## src/hw/rtl/lep_sqrt.sv

```systemverilog
`timescale 1ns / 1ps
`default_nettype none
// ----------------------------------------------------------------------------
// lep_sqrt
// Pipelined integer square root, one root bit per stage (remainder method).
// ----------------------------------------------------------------------------
module lep_sqrt #(
	parameter int SW = 30
) (
	input  wire logic            clk,
	input  wire logic            en,
	input  wire logic [2*SW-1:0] x,
	output logic      [SW-1:0]   root
);

	localparam int XW  = 2 * SW;
	localparam int RMW = SW + 3;

	logic [RMW-1:0] rem_s  [SW];
	logic [SW-1:0]  root_s [SW];
	logic [XW-1:0]  x_s    [SW];

	logic [RMW-1:0] rem_n  [SW];
	logic [SW-1:0]  root_n [SW];
	logic [XW-1:0]  x_n    [SW];

	always_comb begin
		logic [RMW-1:0] rem_i, cand, trial;
		logic [SW-1:0]  root_i;
		logic [XW-1:0]  x_i;
		for (int k = 0; k < SW; k++) begin
			if (k == 0) begin
				rem_i  = '0;
				root_i = '0;
				x_i    = x;
			end else begin
				rem_i  = rem_s[k-1];
				root_i = root_s[k-1];
				x_i    = x_s[k-1];
			end
			cand  = {rem_i[RMW-3:0], x_i[XW-1 -: 2]};
			trial = {1'b0, root_i, 2'b01};
			if (cand >= trial) begin
				rem_n[k]  = cand - trial;
				root_n[k] = {root_i[SW-2:0], 1'b1};
			end else begin
				rem_n[k]  = cand;
				root_n[k] = {root_i[SW-2:0], 1'b0};
			end
			x_n[k] = {x_i[XW-3:0], 2'b00};
		end
	end

	always_ff @(posedge clk) begin
		if (en) begin
			for (int k = 0; k < SW; k++) begin
				rem_s[k]  <= rem_n[k];
				root_s[k] <= root_n[k];
				x_s[k]    <= x_n[k];
			end
		end
	end

	assign root = root_s[SW-1];

endmodule
`default_nettype wire

```

## config.mk

```make
export PLATFORM = sky130hd
export DESIGN_NAME = lep_sqrt
export DESIGN_NICKNAME = d
export VERILOG_FILES = /design/src/hw/rtl/lep_sqrt.sv
export SDC_FILE = /design/constraint.sdc
export NUM_CORES = 2
export LEC_CHECK = 0
export BUFFER_PORTS_ARGS = -buffer_cell sky130_fd_sc_hd__buf_4
export CAP_MARGIN = 20
export CORE_UTILIZATION = 45
export DETAILED_ROUTE_END_ITERATION = 8
export RECOVER_POWER = 100
export SLEW_MARGIN = 40
export SYNTH_ARGS = -nofsm -noshare
export SYNTH_HDL_FRONTEND = slang
export SYNTH_SLANG_ARGS = --single-unit
```

## constraint.sdc

```tcl
create_clock -name clk -period 4.5 [get_ports clk]
set_clock_uncertainty 0.15 [all_clocks]
set_input_delay 1.35 -clock clk [delete_from_list [all_inputs] [get_ports clk]]
set_output_delay 1.35 -clock clk [all_outputs]
set_load 0.005 [all_outputs]
```

==> results.md <==
* Placed inst area at 107,000 sq um
* Synth cell types at just over 80
* Row count at 173
* Via/cell ratio at 5.31
* Tot GR Track Use at 0.174
* Worst-skew pair later-pin latency at 0.89 ns
* DR iter-0 viols at 3,752
* Post-route ant nets at 0
* IO Port Bufs at 91
* Largest cells by area after synthesis: edfxtp_1 65%, ha_1 6.1%, xnor2_1 3.1%
* Min Tclk post-route at 4.21 ns
* Top-count cell post-synth: edfxtp_1
* Die width at 477 microns
* Initial core utilization at 0.455
* Drt first pass iters at 6
* First-pass GRT wire length at 319,000 microns
* Simple-gate share of the synthesized area at 0.100
* Max frequency at 237 MHz
* RSZ-0062 raised after global routing: no
* Failing checks: capacitance limit, slew limit
* H-tree Lvls at 4
* Adder-Cell Fraction of Synth Area at 0.0612
* Synth Warn # at 0
* MaxCap Viol Count at 2
* Number of synthesized flops with an enable pin at roughly 2,200
* Cell class contributing the biggest share of worst-path delay: compound AO/OA/AOI/OAI gates
* Post-synthesis instance total at 7,812
* Worst endpoint required time at 4.87 ns
* Avg Inst Size Synth at around 13 sq um
* Worst path buffer plus inverter count at 1
* Die area at ~230,000 sq um
* CP arrival at 4.58 ns
* Pwr dens at 508 nW/um^2
* P&R area growth vs syn at 12.1%
* Ys flop type: edfxtp_1
* Clock Path Buffers at 3
* Die Ht at 477 microns
* Final core utilization at 0.510
* WP depth at 9
* Io pins at between 90 and 100
* Cts bufs inserted at 224
* Nets at 8,659
* Initial antenna violation count at 2
* Worst hold path cell count at 0
* Final hold vios at 0
* Most frequent cells after synthesis: 2,191 x edfxtp_1, 615 x inv_1, 577 x nand2_1
* Post-route cell area at 114,000 sq um
* Post-Synth XOR/XNOR Area at 0.0607
* Vias in the first global route at approximately 59,000
* Slew Limit Fails at ~130
* Vias at 59,900
* Root buffer cell: clkbuf_16
* Final GP Congestion at about 0.89
* Sequential area share after synthesis at 0.649
* Fin crit share at 0.936
* Crit path cell chain: ha_1 -> a21oi_1 -> a21oi_1 -> nor4_1 -> nor4_1 -> a21bo_1 -> a31oi_1 -> clkbuf_2 -> o21ai_0
* Syn Nets at 8,370
* CTS tree: done
* CTS Sinks at 2,191
* R2R depth at 9
* Min-Delay Path Class: flip-flop to flip-flop
* Slew HR at -0.391
* Peak supply drop at around 0.38 mV
* Routed WL at approximately 200,000 microns
* Core Box Area at 223,000 sq um
* Leakage at 43.2 nW
* Setup-failing EPs final at 0
* Dominant cell type by area after synthesis: edfxtp_1
* Compound-cell area share of the yosys netlist at 0.0930
* Setup Total Neg Slack at 0 ns
* Postcts setup bufs at 0
* WL/cell at ~18 microns
* Critical Path End Type: flip-flop
* Max stage delay on crit path at 0.64 ns
* Hold buffers post-CTS at 0
* Main combinational cell family by area after synthesis: simple AND/OR/NAND/NOR gates
* CTS resizes at 0
* Yosys top cell area share at 0.649
* Fill cells at roughly 19,000
* Crit path max-delay cell type: a31oi_1
* Top fanout value on the critical path at 32
* Gr ovfl total at 0
* Status: complete, but fails checks
* Clk pin slew, worst setup/hold paths at 0.06 ns
* Post-route DRC violation count at 0
* Largest net degree at the start of global routing at 120
* Post-synthesis mux area share at 0.00841
* Synthesized cell area at 101,000 sq um
* Slew at the pin closest to its max-slew limit at 2.09 ns
* Setup Crit Path Kind: flip-flop to flip-flop
* Yosys reg bits at 2,191
* DP HPWL at 146,000 microns
* Tightest hold margin at around 0.23 ns
* CP Launch Type: flip-flop
* Share of layout cells above drive strength 1 at 0.0728
* FFs w/ async S/R, synth at 0
## logic make-up after synthesis
logic type | after synthesis
adders and majority gates | 496
and+or+nand+nor | 2057
buffers and inverters | 756
DFF | 2191
other | 1
muxes | 77
xor gates and xnor gates | 703
AOI/OAI and AO/OA | 1531
## stage by stage
step           setup slack, ns  instances  power [mW]
2_1_floorplan            0.864       7812        35.4
3_3_place_gp             0.551      10800        38.9
3_5_place_dp             0.485      10800        39.1
4_1_cts                  0.470      11300        58.5
5_1_grt                 0.0689      11300        60.7
6_report                 0.289      11300        57.8
## final cells by class
cell class              instances  area, sq um  share of cell area
well taps                    2975         3720              0.0327
clock buffers                 256         5730              0.0504
clock inverters               164         2040              0.0179
multi-input cells            4865        32800               0.289
inverters                     618         2320              0.0204
diodes                          3         7.51           0.0000660
flip-flops and latches       2191        65800               0.579
repair buffers                201         1290              0.0114
## registers in the layout, summed over array words and instances, names as in the netlist
name	cells
rem_s	856
root_s	465
x_s	870
## power breakdown
| part | leakage (nW) | switching (mW) | internal (mW) | total (mW) |
|---|---|---|---|---|
| sequential | 21.1 | 1.74 | 25.8 | 27.5 |
| clock | 3.74 | 7.96 | 11.2 | 19.1 |
| combinational | 18.4 | 6.36 | 4.73 | 11.1 |
## path summary, 6_finish.rpt
path	to	start	slack (ns)
hold reg to reg	x_s[0][667]	x_s[0][607]	0.23
setup / recovery	rem_s[1][50]	rem_s[1][1]	0.29
setup reg to reg	rem_s[1][50]	rem_s[1][1]	0.29
hold / removal	x_s[0][667]	x_s[0][607]	0.23
## metal layers
metal | track usage | vias to the layer above | share of wire
met5 | 0 | - | 0
met4 | 0.0542 | 0 | 0.028
met3 | 0.0247 | 342 | 0.036
met2 | 0.304 | 1040 | 0.50
met1 | 0.224 | 29000 | 0.44
li1 | - | 29500 | -
## cells in the final DEF (no fill, tap or decap), types with 25 or more instances in the layout
master	netlist	routed
inv_1	615	617
o21a_1	93	93
and3_1	41	41
clkbuf_4	0	94
bufinv_16	0	34
nand3_1	119	120
nor2_1	475	474
clkbuf_16	0	224
nor2b_1	59	59
a21o_1	195	195
nor3_1	189	191
a211oi_1	39	39
o21bai_1	33	33
xor2_1	339	339
xnor2_1	364	364
o211ai_1	32	32
o31ai_1	52	51
or4_1	55	56
nand4_1	86	86
a21oi_1	463	462
or3_1	77	77
nand3b_1	25	25
a31oi_1	43	43
mux2_2	66	59
clkbuf_1	125	95
clkinv_1	1	50
edfxtp_1	2191	2191
o21ai_0	413	416
nand2b_1	99	99
or2_2	43	42
nor4_1	102	102
ha_1	496	496
clkinv_2	0	45
nand2_1	577	577
a21boi_0	25	25
No activity file was read; power rests on OpenSTA's default activity.
